**src/hw/rtl/packet_pixel_radial_gain_overlay_defines.svh**
```systemverilog
// Assertion helpers shared by the RTL files.
// Each macro expects clk and arst_n in scope.
`ifndef PACKET_PIXEL_RADIAL_GAIN_OVERLAY_DEFINES_SVH
`define PACKET_PIXEL_RADIAL_GAIN_OVERLAY_DEFINES_SVH

// Same-cycle implication.
`define PPGO_ASSERT_NOW(lbl, ante, cons, msg) \
	lbl: assert property (@(posedge clk) disable iff (!arst_n) (ante) |-> (cons)) \
		else $error(msg);

// Next-cycle implication.
`define PPGO_ASSERT_NEXT(lbl, ante, cons, msg) \
	lbl: assert property (@(posedge clk) disable iff (!arst_n) (ante) |=> (cons)) \
		else $error(msg);

`endif

```
**src/hw/rtl/ppgo_pkg.sv**
```systemverilog
`timescale 1ns / 1ps
// ----------------------------------------------------------------------------
// ppgo_pkg
// Types and constants of the packet pixel gain/overlay block.
// ----------------------------------------------------------------------------
package ppgo_pkg;

	localparam int unsigned LANES      = 4;
	localparam int unsigned PIX_W      = 16;
	localparam int unsigned COORD_W    = 12;
	localparam int unsigned GAIN_SHIFT = 7;
	localparam int unsigned GAIN_W     = 6;

	localparam logic [PIX_W-1:0] PIX_WHITE = 16'hFFFF;
	localparam logic [PIX_W-1:0] PIX_BLACK = 16'h0000;

	// configuration register indexes
	typedef enum logic [1:0] {
		CFG_CORRECT = 2'd0,
		CFG_OVERLAY = 2'd1,
		CFG_TOGGLE  = 2'd2
	} cfg_idx_t;

	typedef struct packed {
		logic correct;
		logic overlay;
		logic toggle;
	} cfg_t;

	// per-word context from the packet tracker
	typedef struct packed {
		logic               payload;
		logic [COORD_W-1:0] base_x;
		logic [COORD_W-1:0] y;
		logic               p;
	} ctx_t;

endpackage

```
**src/hw/rtl/ppgo_lane.sv**
```systemverilog
`timescale 1ns / 1ps
// ----------------------------------------------------------------------------
// ppgo_lane
// One pixel lane: radial gain with saturation, then checkerboard overlay.
// ----------------------------------------------------------------------------
module ppgo_lane
	import ppgo_pkg::*;
#(
	parameter int unsigned IMAGE_WIDTH  = 2048,
	parameter int unsigned IMAGE_HEIGHT = 1024,
	parameter int unsigned TILE_SHIFT   = 5
) (
	input  cfg_t               cfg,
	input  logic [PIX_W-1:0]   pix,
	input  logic [COORD_W-1:0] x,
	input  logic [COORD_W-1:0] y,
	input  logic               p,
	output logic [PIX_W-1:0]   res
);

	localparam logic [COORD_W-1:0] CX = COORD_W'(IMAGE_WIDTH / 2);
	localparam logic [COORD_W-1:0] CY = COORD_W'(IMAGE_HEIGHT / 2);

	logic [COORD_W-1:0] dx, dy;
	logic [COORD_W:0]   dsum;
	logic [GAIN_W-1:0]  gain;
	logic [PIX_W:0]     gsum;
	logic [PIX_W-1:0]   corr;
	logic               cell_odd;

	always_comb begin
		dx   = (x >= CX) ? (x - CX) : (CX - x);
		dy   = (y >= CY) ? (y - CY) : (CY - y);
		dsum = {1'b0, dx} + {1'b0, dy};
		gain = dsum[GAIN_SHIFT +: GAIN_W];
		gsum = {1'b0, pix} + {{(PIX_W+1-GAIN_W){1'b0}}, gain};
		if (cfg.correct)
			corr = gsum[PIX_W] ? PIX_WHITE : gsum[PIX_W-1:0];
		else
			corr = pix;
		// parity of the tile sum picks the forced cells
		cell_odd = x[TILE_SHIFT] ^ y[TILE_SHIFT] ^ p;
		if (cfg.overlay && !cell_odd)
			res = p ? PIX_WHITE : PIX_BLACK;
		else
			res = corr;
	end

endmodule

```
**src/hw/rtl/ppgo_ctrl.sv**
```systemverilog
`timescale 1ns / 1ps
// ----------------------------------------------------------------------------
// ppgo_ctrl
// Packet tracker: header decode, word position and frame phase.
// ----------------------------------------------------------------------------
`include "packet_pixel_radial_gain_overlay_defines.svh"
module ppgo_ctrl
	import ppgo_pkg::*;
(
	input  logic        clk,
	input  logic        arst_n,
	input  cfg_t        cfg,
	input  logic        acc,
	input  logic [63:0] data,
	input  logic        last,
	output ctx_t        ctx
);

	logic               inside_q;
	logic [5:0]         word_q;
	logic [COORD_W-1:0] line_q;
	logic [COORD_W-1:0] prev_q;
	logic [3:0]         pkt_q;
	logic               phase_q;
	logic               seen_q;

	logic [COORD_W-1:0] hdr_line;
	logic [3:0]         hdr_pkt;

	assign hdr_line = data[23:12];
	assign hdr_pkt  = data[11:8];

	always_comb begin
		ctx.payload = inside_q;
		ctx.base_x  = {1'b0, pkt_q, 7'd0} + {4'd0, word_q, 2'd0};
		ctx.y       = line_q;
		ctx.p       = cfg.toggle & phase_q;
	end

	always_ff @(posedge clk or negedge arst_n) begin
		if (!arst_n) begin
			inside_q <= 1'b0;
			word_q   <= '0;
			line_q   <= '0;
			prev_q   <= '0;
			pkt_q    <= '0;
			phase_q  <= 1'b0;
			seen_q   <= 1'b0;
		end else if (acc) begin
			if (!inside_q) begin
				if (hdr_pkt == 4'd0) begin
					// new frame when the line number goes backwards
					if (seen_q && hdr_line < prev_q && cfg.toggle)
						phase_q <= ~phase_q;
					prev_q <= hdr_line;
					seen_q <= 1'b1;
				end
				line_q   <= hdr_line;
				pkt_q    <= hdr_pkt;
				word_q   <= '0;
				inside_q <= ~last;
			end else begin
				word_q <= last ? 6'd0 : word_q + 6'd1;
				if (last)
					inside_q <= 1'b0;
			end
		end
	end

	`PPGO_ASSERT_NEXT(a_last_ends_pkt, acc && last, !inside_q && word_q == 6'd0, "last did not close packet")
	`PPGO_ASSERT_NEXT(a_word_step, acc && inside_q && !last, word_q == $past(word_q) + 6'd1, "word index did not advance")
	`PPGO_ASSERT_NOW(a_phase_gated, !cfg.toggle, !ctx.p, "phase used while toggling off")

endmodule

```
**src/hw/rtl/packet_pixel_radial_gain_overlay.sv**
```systemverilog
`timescale 1ns / 1ps
// ----------------------------------------------------------------------------
// packet_pixel_radial_gain_overlay
// Per-packet pixel gain and checkerboard overlay on a 64-bit pixel stream.
// ----------------------------------------------------------------------------
// Pipeline: stage 1 registers the word with its packet context, stage 2 the merged lanes.
// Throughput: one word per cycle; four pixel lanes run in parallel per word.
// The pipeline stalls as a whole only while the output register is held.
// Reset (arst_n low): config cleared, packet tracker expects a header,
// frame phase zero, pipeline empty.
`include "packet_pixel_radial_gain_overlay_defines.svh"
module packet_pixel_radial_gain_overlay
	import ppgo_pkg::*;
#(
	parameter int unsigned IMAGE_WIDTH  = 2048,
	parameter int unsigned IMAGE_HEIGHT = 1024,
	parameter int unsigned TILE_SHIFT   = 5
) (
	input  logic        clk,
	input  logic        arst_n,
	input  logic        cfg_we,
	input  logic [1:0]  cfg_addr,
	input  logic        cfg_wdata,
	input  logic        s_axis_tvalid,
	output logic        s_axis_tready,
	input  logic [63:0] s_axis_tdata,   // in_data
	input  logic        s_axis_tlast,
	output logic        m_axis_tvalid,
	input  logic        m_axis_tready,
	output logic [63:0] m_axis_tdata,   // out_data
	output logic        m_axis_tlast
);

	cfg_t        cfg_q;
	ctx_t        ctx;
	logic        adv;
	logic        acc;

	logic        valid_s1;
	logic [63:0] data_s1;
	logic        last_s1;
	ctx_t        ctx_s1;

	logic        valid_s2;
	logic [63:0] data_s2;
	logic        last_s2;

	logic [63:0] lane_res;

	assign adv           = !valid_s2 || m_axis_tready;
	assign s_axis_tready = adv;
	assign acc           = s_axis_tvalid && adv;

	always_ff @(posedge clk or negedge arst_n) begin
		if (!arst_n) begin
			cfg_q <= '0;
		end else if (cfg_we) begin
			unique case (cfg_addr)
				CFG_CORRECT: cfg_q.correct <= cfg_wdata;
				CFG_OVERLAY: cfg_q.overlay <= cfg_wdata;
				CFG_TOGGLE:  cfg_q.toggle  <= cfg_wdata;
				default: ;
			endcase
		end
	end

	ppgo_ctrl u_ctrl (
		.clk    (clk),
		.arst_n (arst_n),
		.cfg    (cfg_q),
		.acc    (acc),
		.data   (s_axis_tdata),
		.last   (s_axis_tlast),
		.ctx    (ctx)
	);

	// stage 1: word plus its packet context
	always_ff @(posedge clk or negedge arst_n) begin
		if (!arst_n) begin
			valid_s1 <= 1'b0;
		end else if (adv) begin
			valid_s1 <= s_axis_tvalid;
		end
	end

	always_ff @(posedge clk) begin
		if (acc) begin
			data_s1 <= s_axis_tdata;
			last_s1 <= s_axis_tlast;
			ctx_s1  <= ctx;
		end
	end

	for (genvar i = 0; i < LANES; i++) begin : g_lane
		logic [COORD_W-1:0] lx;
		assign lx = {ctx_s1.base_x[COORD_W-1:2], 2'(i)};
		ppgo_lane #(
			.IMAGE_WIDTH  (IMAGE_WIDTH),
			.IMAGE_HEIGHT (IMAGE_HEIGHT),
			.TILE_SHIFT   (TILE_SHIFT)
		) u_lane (
			.cfg (cfg_q),
			.pix (data_s1[i*PIX_W +: PIX_W]),
			.x   (lx),
			.y   (ctx_s1.y),
			.p   (ctx_s1.p),
			.res (lane_res[i*PIX_W +: PIX_W])
		);
	end

	// stage 2: merge lanes, headers pass untouched
	always_ff @(posedge clk or negedge arst_n) begin
		if (!arst_n) begin
			valid_s2 <= 1'b0;
		end else if (adv) begin
			valid_s2 <= valid_s1;
		end
	end

	always_ff @(posedge clk) begin
		if (adv && valid_s1) begin
			data_s2 <= ctx_s1.payload ? lane_res : data_s1;
			last_s2 <= last_s1;
		end
	end

	assign m_axis_tvalid = valid_s2;
	assign m_axis_tdata  = data_s2;
	assign m_axis_tlast  = last_s2;

	`PPGO_ASSERT_NEXT(a_hdr_pass, adv && valid_s1 && !ctx_s1.payload, data_s2 == $past(data_s1), "header altered")
	`PPGO_ASSERT_NEXT(a_plain_pass, adv && valid_s1 && !cfg_q.correct && !cfg_q.overlay, data_s2 == $past(data_s1), "payload altered with both enables off")
	`PPGO_ASSERT_NEXT(a_last_follow, adv && valid_s1, valid_s2 && last_s2 == $past(last_s1), "last flag lost")

endmodule
```
**config.mk**
```make
export PLATFORM = sky130hd
export DESIGN_NAME = packet_pixel_radial_gain_overlay
export DESIGN_NICKNAME = d
export VERILOG_FILES = /design/src/hw/rtl/ppgo_pkg.sv /design/src/hw/rtl/ppgo_lane.sv /design/src/hw/rtl/ppgo_ctrl.sv /design/src/hw/rtl/packet_pixel_radial_gain_overlay.sv
export VERILOG_INCLUDE_DIRS = /design/src /design/src/hw/rtl
export SDC_FILE = /design/constraint.sdc
export NUM_CORES = 1
export LEC_CHECK = 0
export BUFFER_PORTS_ARGS = -buffer_cell sky130_fd_sc_hd__buf_4
export CAP_MARGIN = 20
export CORE_MARGIN = 5
export CORE_UTILIZATION = 24
export DETAILED_ROUTE_END_ITERATION = 6
export SLEW_MARGIN = 20
export SYNTH_ARGS = -nofsm -noshare
export SYNTH_HDL_FRONTEND = slang
export SYNTH_HIERARCHICAL = 1
export SYNTH_SLANG_ARGS = --single-unit
```
**constraint.sdc**
```tcl
create_clock -name clk -period 7 [get_ports clk]
set_clock_uncertainty 0.15 [all_clocks]
set_input_delay 1.05 -clock clk [delete_from_list [all_inputs] [get_ports clk]]
set_output_delay 1.05 -clock clk [all_outputs]
set_load 0.03 [all_outputs]
```
==> reports/qor.txt, run 1 <==
status - completed
Final Hold Vio Count - 0
Top Ports - 140
WP data required - 7.08 ns
# setup viols final - 0
Worst Path Buf+Inv - 0
clock sink total - 196
drt pass-1 iters - 5
post-detailed-route via-to-cell ratio - 4.83
DR vias - 11,024
Die W - 256 microns
chip height - 256 microns
cts hold-fix bufs - 0
detailed placement HPWL - 28.4 mm
WP data arrival - 5.29 ns
syn avg cell area - 10.8 sq um
Skew-Pair Late Insertion Delay - 0.49 ns
Ant. Diodes - 0
fillers - 6,274
routability congestion estimate - 0.850
Max VDD drop - 197 uV
worst slew pin tran - 0.986 ns
Critical Path Max Stage Delay - 0.63 ns
Rel. slew slack - 0.343
crit share post-route - 0.744
Pwr per Cell Area - 306 nW/um^2
htree depth - 4
min Tclk post-route - 5.21 ns
gr usage total - 0.114
layout cells sized above 1 - 0.232
fin. max-slew vios - 0
CP endpoint kind - flip-flop
highest-count cells in the layout ignoring fill and taps - edfxtp_1, buf_4, ha_1
DRT antenna net count - 0
CP Launch Type - flip-flop
First DRT Iteration DRCs - 802
DRC - 0
first-pass GRT wire length - 60.2 mm
WHS - 0.287 ns
vias in the first global route - 10,781
Root Driver - clkbuf_16
sum of negative setup slack - 0 ns
synthesized area - 14,500 sq um
Area growth, synth to finish - 16.9%
critical path, cell by cell - nor2_1 > o21ai_0 > xnor2_1 > ha_1 > a211oi_2 > nor2_1 > or3_1 > o41ai_1 > a32oi_1 > ha_1 > o21a_1 > o21ai_1 > nor3_1 > xnor2_1 > a21oi_1 > mux2_2
WL/cell - 16.9 microns
Overflow after GRT - 0
Num CTS Buffers - 17
# rows - 90
CTS clock-pin slew for the worst setup and hold paths - 0.08 ns
largest net degree at the start of global routing - 59
max_cap viols - 0
core area - 60,100 sq um
post-CTS sizing - 0
commonest non-fill, non-tap cell in the layout - edfxtp_1
CTS tree - done
port buffer count - 139
Hold Path Class - reg -> reg
postcts setup bufs - 0
Post-Route WL - 38.6 mm
initial antenna violation count - 0
Area after DPL - 16,300 sq um
highest clock rate - 0.192 GHz
clock tree buffer depth - 2
Critical Path Fanout Max - 16
leakage - 6.55 nW
critical path's slowest cell - edfxtp_1
Post-Syn Instances - 1,338
Power Total - 5.19 mW
CP Class - reg -> reg
full die area - 65,400 sq um
nets - 1,667
R2R Setup Slk - 1.79 ns
Top Family by Delay on Critical Path - compound AO/OA/AOI/OAI gates
fin area - 16,900 sq um
RSZ-0062 raised after global routing - no
number of synthesis warnings - 6
starting density of the core - 0.241
[state kept, by name (all words and copies together), names as in the netlist, 3 cells and up]
register	flops
cfg_q	3
ctx_s1	24
data_s1	64
m_axis_tdata	64
u_ctrl/line_q	12
u_ctrl/pkt_q	4
u_ctrl/prev_q	12
u_ctrl/word_q	6
[metrics by stage]
step | worst slack, ns | util | instances
after floorplan | 1.56 | - | 1356
after global placement | 2.01 | 0.271 | 2250
after detailed placement | 1.89 | 0.271 | 2250
after CTS | 1.87 | 0.281 | 2282
after global routing | 1.48 | 0.282 | 2283
final | 1.79 | 0.282 | 2283
[path summary, 6_finish.rpt]
kind | start | to | depth (start not counted)
worst max register to register | ctx_s1[24] | m_axis_tdata[61] | 16
worst min register to register | last_s1 | m_axis_tlast | 0
max in group asynchronous | arst_n | u_ctrl/pkt_q[3] | 1
worst min-delay path | last_s1 | m_axis_tlast | 0
min in group asynchronous | arst_n | u_ctrl/prev_q[3] | 1
worst max-delay path | ctx_s1[24] | m_axis_tdata[61] | 16
[layout make-up]
class                      count  area, sq um  area share
clock inverter                13          160     0.00945
sequential                   196         5680       0.335
multi-input combinational   1065         8320       0.491
inverter                      60          225      0.0133
tap                          782          978      0.0577
timing repair buffer         148         1130      0.0667
clock buffer                  19          454      0.0268
[per-layer routing]
metal / global-route usage / vias to the layer above / routed length (microns)
met5: 0 / - / 0
li1: - / 5334 / -
met1: 0.151 / 5339 / 17800
met2: 0.189 / 312 / 18200
met3: 0.0259 / 39 / 2000
met4: 0.0319 / 0 / 639
[power by group]
group / internal (mW) / switching (mW) / total, mW / leakage, nW
Combinational: 1.10 / 1.39 / 2.50 / 4.29
Sequential: 1.47 / 0.180 / 1.65 / 1.97
Clock: 0.532 / 0.511 / 1.04 / 0.299
[worst register-to-register path, delay by kind of cell, from the launching register on]
| family | cells | cell delay (ns) |
|---|---|---|
| muxes | 1 | 0.29 |
| adders and majority gates | 2 | 0.71 |
| DFF | 1 | 0.63 |
| AOI/OAI and AO/OA | 7 | 1.75 |
| xor gates and xnor gates | 2 | 0.34 |
| and+or+nand+nor | 4 | 1.09 |
No activity file was read; power rests on OpenSTA's default activity.
==> run 2, diff against run 1 <==
Clock period 7 ns to 4.8 ns, I/O delays scaled along.
==> reports/qor.txt, run 2 (synthesis results as in run 1) <==
Pwr per Cell Area - 442 nW/um^2 (was 306 nW/um^2)
Num CTS Buffers - 17 (unchanged)
highest clock rate - 0.215 GHz (was 0.192 GHz)
WL/cell - 16.8 microns (was 16.9 microns)
Die W - 256 microns (unchanged)
status - completed (unchanged)
DRC - 0 (unchanged)
highest-count cells in the layout ignoring fill and taps - buf_4, edfxtp_1, ha_1 (was edfxtp_1, buf_4, ha_1)
Max VDD drop - 282 uV (was 197 uV)
WHS - 0.0812 ns (was 0.287 ns)
leakage - 7.05 nW (was 6.55 nW)
critical path's slowest cell - edfxtp_1 (unchanged)
clock sink total - 196 (unchanged)
critical path, cell by cell - buf_12 > or3_4 > nor2_1 > xor2_1 > ha_1 > a21oi_2 > a21oi_2 > or3_4 > o41ai_4 > a32oi_1 > ha_1 > o21a_1 > o31ai_4 > a21oi_4 > a31o_2 > o311ai_2 > mux2_4 (was nor2_1 > o21ai_0 > xnor2_1 > ha_1 > a211oi_2 > nor2_1 > or3_1 > o41ai_1 > a32oi_1 > ha_1 > o21a_1 > o21ai_1 > nor3_1 > xnor2_1 > a21oi_1 > mux2_2)
fillers - 6,227 (was 6,274)
DRT antenna net count - 0 (unchanged)
crit share post-route - 0.968 (was 0.744)
largest net degree at the start of global routing - 74 (was 59)
sum of negative setup slack - 0 ns (unchanged)
max_cap viols - 0 (unchanged)
routability congestion estimate - 0.882 (was 0.850)
# rows - 90 (unchanged)
Final Hold Vio Count - 0 (unchanged)
Register Area - 5680 sq um (unchanged)
post-detailed-route via-to-cell ratio - 4.81 (was 4.83)
vias in the first global route - 11,091 (was 10,781)
commonest non-fill, non-tap cell in the layout - buf_4 (was edfxtp_1)
Placed Cells - 2,300 (was 2,250)
Area growth, synth to finish - 24.2% (was 16.9%)
full die area - 65,400 sq um (unchanged)
Stages on worst setup path - 17 (was 16)
Top Family by Delay on Critical Path - compound AO/OA/AOI/OAI gates (unchanged)
Worst Path Buf+Inv - 1 (was 0)
RSZ-0062 raised after global routing - yes (was no)
CTS tree - done (unchanged)
Non-Filler Instances - 2,368 (was 2,283)
Critical Path Fanout Max - 10 (was 16)
drt pass-1 iters - 5 (unchanged)
WP data arrival - 4.72 ns (was 5.29 ns)
worst slew pin tran - 1.09 ns (was 0.986 ns)
Rel. slew slack - 0.273 (was 0.343)
initial antenna violation count - 2 (was 0)
nets - 1,752 (was 1,667)
core area - 60,100 sq um (unchanged)
Overflow after GRT - 0 (unchanged)
htree depth - 4 (unchanged)
CTS clock-pin slew for the worst setup and hold paths - 0.08 ns (about the same)
Top Ports - 140 (unchanged)
clock tree buffer depth - 2 (unchanged)
WP data required - 4.88 ns (was 7.08 ns)
chip height - 256 microns (unchanged)
cts hold-fix bufs - 0 (unchanged)
Multi-input gate area - 8660 sq um (was 8320 sq um)
gr usage total - 0.116 (was 0.114)
DR vias - 11,381 (was 11,024)
# setup viols final - 0 (unchanged)
CP Launch Type - flip-flop (unchanged)
starting density of the core - 0.241 (unchanged)
Power Total - 7.97 mW (was 5.19 mW)
port buffer count - 139 (unchanged)
fin. max-slew vios - 0 (unchanged)
First DRT Iteration DRCs - 697 (was 802)
Critical Path Max Stage Delay - 0.44 ns (was 0.63 ns)
layout cells sized above 1 - 0.308 (was 0.232)
Root Driver - clkbuf_16 (unchanged)
worst reg-to-reg path cell count - 17 (was 16)
detailed placement HPWL - 28.8 mm (was 28.4 mm)
CP Class - reg -> reg (unchanged)
CP endpoint kind - flip-flop (unchanged)
Post-Route WL - 39.7 mm (was 38.6 mm)
Hold Path Class - in -> async (was reg -> reg)
Ant. Diodes - 0 (unchanged)
Skew-Pair Late Insertion Delay - 0.48 ns (was 0.49 ns)
first-pass GRT wire length - 61.3 mm (was 60.2 mm)
min Tclk post-route - 4.65 ns (was 5.21 ns)
==> run 2: cell type report <==
class,instances,area share
clock buffer,18,0.0250
clock inverter,14,0.00897
inverter,60,0.0125
multi-input combinational,1065,0.481
sequential,196,0.315
tap,782,0.0543
timing repair buffer,233,0.103
==> run 2: path summary, 6_finish.rpt <==
check	startpoint	end	slack [ns]
max	ctx_s1[10]	m_axis_tdata[44]	0.15
min	arst_n	u_ctrl/prev_q[11]	0.08
max reg2reg	ctx_s1[10]	m_axis_tdata[44]	0.15
min reg2reg	last_s1	m_axis_tlast	0.28
max in group asynchronous	arst_n	u_ctrl/pkt_q[2]	4.03
min in group clk	s_axis_tdata[33]	data_s1[33]	0.26
==> run 2: timing repair <==
action	4_1_cts	5_1_grt
pin swaps	0	27
resized for setup	0	81
setup endpoints to repair	14	63
cloned	0	3
buffers inserted	9	23
==> run 2: layer usage <==
layer / routed length [microns] / up-vias / track usage
li1: - / 5521 / -
met4: 731 / 2 / 0.0330
met5: 16 / - / 0
met2: 19100 / 271 / 0.193
met1: 18100 / 5542 / 0.153
met3: 1810 / 45 / 0.0245
==> run 2: worst register-to-register path, stage by stage (launching register included) <==
cell      delay [ns]
edfxtp_1        0.44
buf_12          0.18
or3_4           0.38
nor2_1          0.12
xor2_1          0.16
ha_1            0.27
a21oi_2         0.17
a21oi_2         0.08
or3_4           0.36
o41ai_4         0.36
a32oi_1         0.16
ha_1            0.36
o21a_1          0.21
o31ai_4         0.13
a21oi_4         0.27
a31o_2          0.20
o311ai_2        0.10
mux2_4          0.29
==> run 2: metrics by stage <==
step / utilization / setup slack [ns] / area [sq um]
final: 0.299 / 0.154 / 18000
after global routing: 0.299 / -0.105 / 18000
after CTS: 0.289 / 0.0168 / 17400
after detailed placement: 0.278 / -0.0484 / 16700
after global placement: 0.278 / 0.0338 / 16700
after floorplan: - / 0.245 / 14600
==> run 2: report_power, final <==
part           switching (mW)  internal, mW
Sequential              0.206          2.15
Clock                   0.772         0.741
Combinational            2.23          1.86
==> run 3, diff against run 2 <==
Settings changed: MAX_ROUTING_LAYER from default to met4.
==> reports/qor.txt, run 3 (synthesis results as in run 1) <==
status - completed (unchanged)
layout cells sized above 1 - 0.306 (was 0.308)
RSZ-0062 raised after global routing - yes (unchanged)
first-pass GRT wire length - 60.7 mm (was 61.3 mm)
gr busiest metal - met2 (unchanged)
Worst Path Buf+Inv - 1 (unchanged)
CP Class - reg -> reg (unchanged)
# rows - 90 (unchanged)
crit share post-route - 0.963 (was 0.968)
Post-Route WL - 39.5 mm (was 39.7 mm)
Final Hold Vio Count - 0 (unchanged)
Register Area - 5680 sq um (unchanged)
Die W - 256 microns (unchanged)
DRT antenna net count - 0 (unchanged)
R2R Setup Slk - 0.18 ns (was 0.15 ns)
highest clock rate - 0.216 GHz (was 0.215 GHz)
starting density of the core - 0.241 (unchanged)
Critical Path Max Stage Delay - 0.42 ns (was 0.44 ns)
pre-CTS setup slack - 0.00384 ns (was -0.0484 ns)
gr usage total - 0.119 (was 0.116)
port buffer count - 139 (unchanged)
Stages on worst setup path - 17 (unchanged)
core area - 60,100 sq um (unchanged)
initial antenna violation count - 1 (was 2)
WP data arrival - 4.70 ns (was 4.72 ns)
sum of negative setup slack - 0 ns (unchanged)
CP Launch Type - flip-flop (unchanged)
# setup viols final - 0 (unchanged)
Top Ports - 140 (unchanged)
critical path, cell by cell - buf_12 > or3_4 > nor2_2 > xor2_1 > ha_1 > a21oi_1 > a21oi_1 > or3_4 > a21o_1 > xnor2_1 > fa_2 > nor2b_4 > o31a_1 > o21ai_0 > a22o_1 > a22oi_1 > mux2_4 (was buf_12 > or3_4 > nor2_1 > xor2_1 > ha_1 > a21oi_2 > a21oi_2 > or3_4 > o41ai_4 > a32oi_1 > ha_1 > o21a_1 > o31ai_4 > a21oi_4 > a31o_2 > o311ai_2 > mux2_4)
M1 GR Usage - 0.149 (was 0.153)
Num CTS Buffers - 17 (unchanged)
WL/cell - 16.7 microns (was 16.8 microns)
Power Total - 8.06 mW (was 7.97 mW)
fin. max-slew vios - 0 (unchanged)
CP endpoint kind - flip-flop (unchanged)
Critical Path Fanout Max - 16 (was 10)
First DRT Iteration DRCs - 633 (was 697)
critical path's slowest cell - edfxtp_1 (unchanged)
min Tclk post-route - 4.62 ns (was 4.65 ns)
WP data required - 4.88 ns (about the same)
Pwr per Cell Area - 448 nW/um^2 (was 442 nW/um^2)
CTS clock-pin slew for the worst setup and hold paths - 0.08 ns (about the same)
Worst Setup EP - m_axis_tdata[35] (was m_axis_tdata[44])
worst reg-to-reg path cell count - 17 (unchanged)
Hold Path Class - in -> async (unchanged)
full die area - 65,400 sq um (unchanged)
clock sink total - 196 (unchanged)
Worst Setup SP - ctx_s1[11] (was ctx_s1[10])
cts hold-fix bufs - 0 (unchanged)
detailed placement HPWL - 29.2 mm (was 28.8 mm)
Top Family by Delay on Critical Path - compound AO/OA/AOI/OAI gates (unchanged)
htree depth - 4 (unchanged)
Rel. slew slack - 0.438 (was 0.273)
clock tree buffer depth - 2 (unchanged)
nets - 1,753 (was 1,752)
Max VDD drop - 257 uV (was 282 uV)
post-detailed-route via-to-cell ratio - 4.74 (was 4.81)
Setup WS post-layout - 0.176 ns (was 0.154 ns)
DRC - 0 (unchanged)
WHS - 0.0756 ns (was 0.0812 ns)
Multi-input gate area - 8650 sq um (was 8660 sq um)
max_cap viols - 0 (unchanged)
Root Driver - clkbuf_16 (unchanged)
Skew-Pair Late Insertion Delay - 0.48 ns (about the same)
chip height - 256 microns (unchanged)
highest-count cells in the layout ignoring fill and taps - buf_4, edfxtp_1, ha_1 (unchanged)
drt pass-1 iters - 5 (unchanged)
DR vias - 11,243 (was 11,381)
commonest non-fill, non-tap cell in the layout - buf_4 (unchanged)
worst slew pin tran - 0.843 ns (was 1.09 ns)
Area growth, synth to finish - 24.1% (was 24.2%)
vias in the first global route - 11,166 (was 11,091)
grt met3 use - 0.0242 (was 0.0245)
reg2reg end - m_axis_tdata[35] (was m_axis_tdata[44])
leakage - 7.04 nW (was 7.05 nW)
post-layout util - 0.299 (about the same)
largest net degree at the start of global routing - 49 (was 74)
Overflow after GRT - 0 (unchanged)
routability congestion estimate - 0.895 (was 0.882)
fillers - 6,178 (was 6,227)
met2 GRT Util - 0.192 (was 0.193)
FF-to-FF Start - ctx_s1[11] (was ctx_s1[10])
CTS tree - done (unchanged)
==> run 3: cell count changes in the layout (fill, tap and decap cells not counted), sizes merged <==
cell	delta
inv	-2
buf	+3
clkdlybuf4s15	-1
clkbuf	-2
diode	+1
clkinv	+3
==> run 3: final cells by class <==
class                   count  share of cell area
clock buffers              17              0.0236
multi-input cells        1065               0.481
flip-flops and latches    196               0.316
well taps                 782              0.0544
inverters                  60              0.0125
repair buffers            234               0.101
clock inverters            15              0.0118
diodes                      1            0.000139
==> run 3: worst register-to-register path, delay by kind of cell, from the launching register on <==
family	cells	cell delay [ns]
AO/OA/AOI/OAI	7	1.33
AND/OR/NAND/NOR	4	1.00
adder cells (fa/ha/maj)	2	0.58
XOR/XNOR	2	0.43
flip-flops	1	0.42
multiplexers	1	0.29
buffers and inverters	1	0.17
==> run 3: worst min path at each step <==
stage	end	slack, ns	startpoint
floorplan	m_axis_tlast	0.25	last_s1
global placement	m_axis_tlast	0.26	last_s1
detailed placement	m_axis_tlast	0.26	last_s1
CTS	u_ctrl/prev_q[7]	0.06	arst_n
global route	u_ctrl/prev_q[7]	0.10	arst_n
finish	u_ctrl/prev_q[6]	0.08	arst_n
==> run 3: report_power, final <==
group / leakage [nW] / total [mW] / internal, mW / switching (mW)
sequential: 1.97 / 2.36 / 2.15 / 0.210
clock: 0.307 / 1.53 / 0.729 / 0.805
combinational: 4.77 / 4.17 / 1.92 / 2.25
==> run 3: metrics by stage <==
step / cells / cell area, sq um
after floorplan: 1356 / 14600
after global placement: 2304 / 16800
after detailed placement: 2304 / 16800
after CTS: 2342 / 17400
after global routing: 2369 / 18000
final: 2370 / 18000
==> run 3: repair_timing <==
item	CTS	global route
buffers inserted	6	26
pin swaps	1	23
gates resized for setup	0	69
cloned	0	0
endpoints found under the setup margin	9	63
==> run 3: layer usage <==
| metal | vias up | wire [microns] |
|---|---|---|
| met4 | 0 | 814 |
| li1 | 5515 | - |
| met3 | 46 | 1550 |
| met5 | - | 0 |
| met2 | 243 | 19100 |
| met1 | 5439 | 18100 |
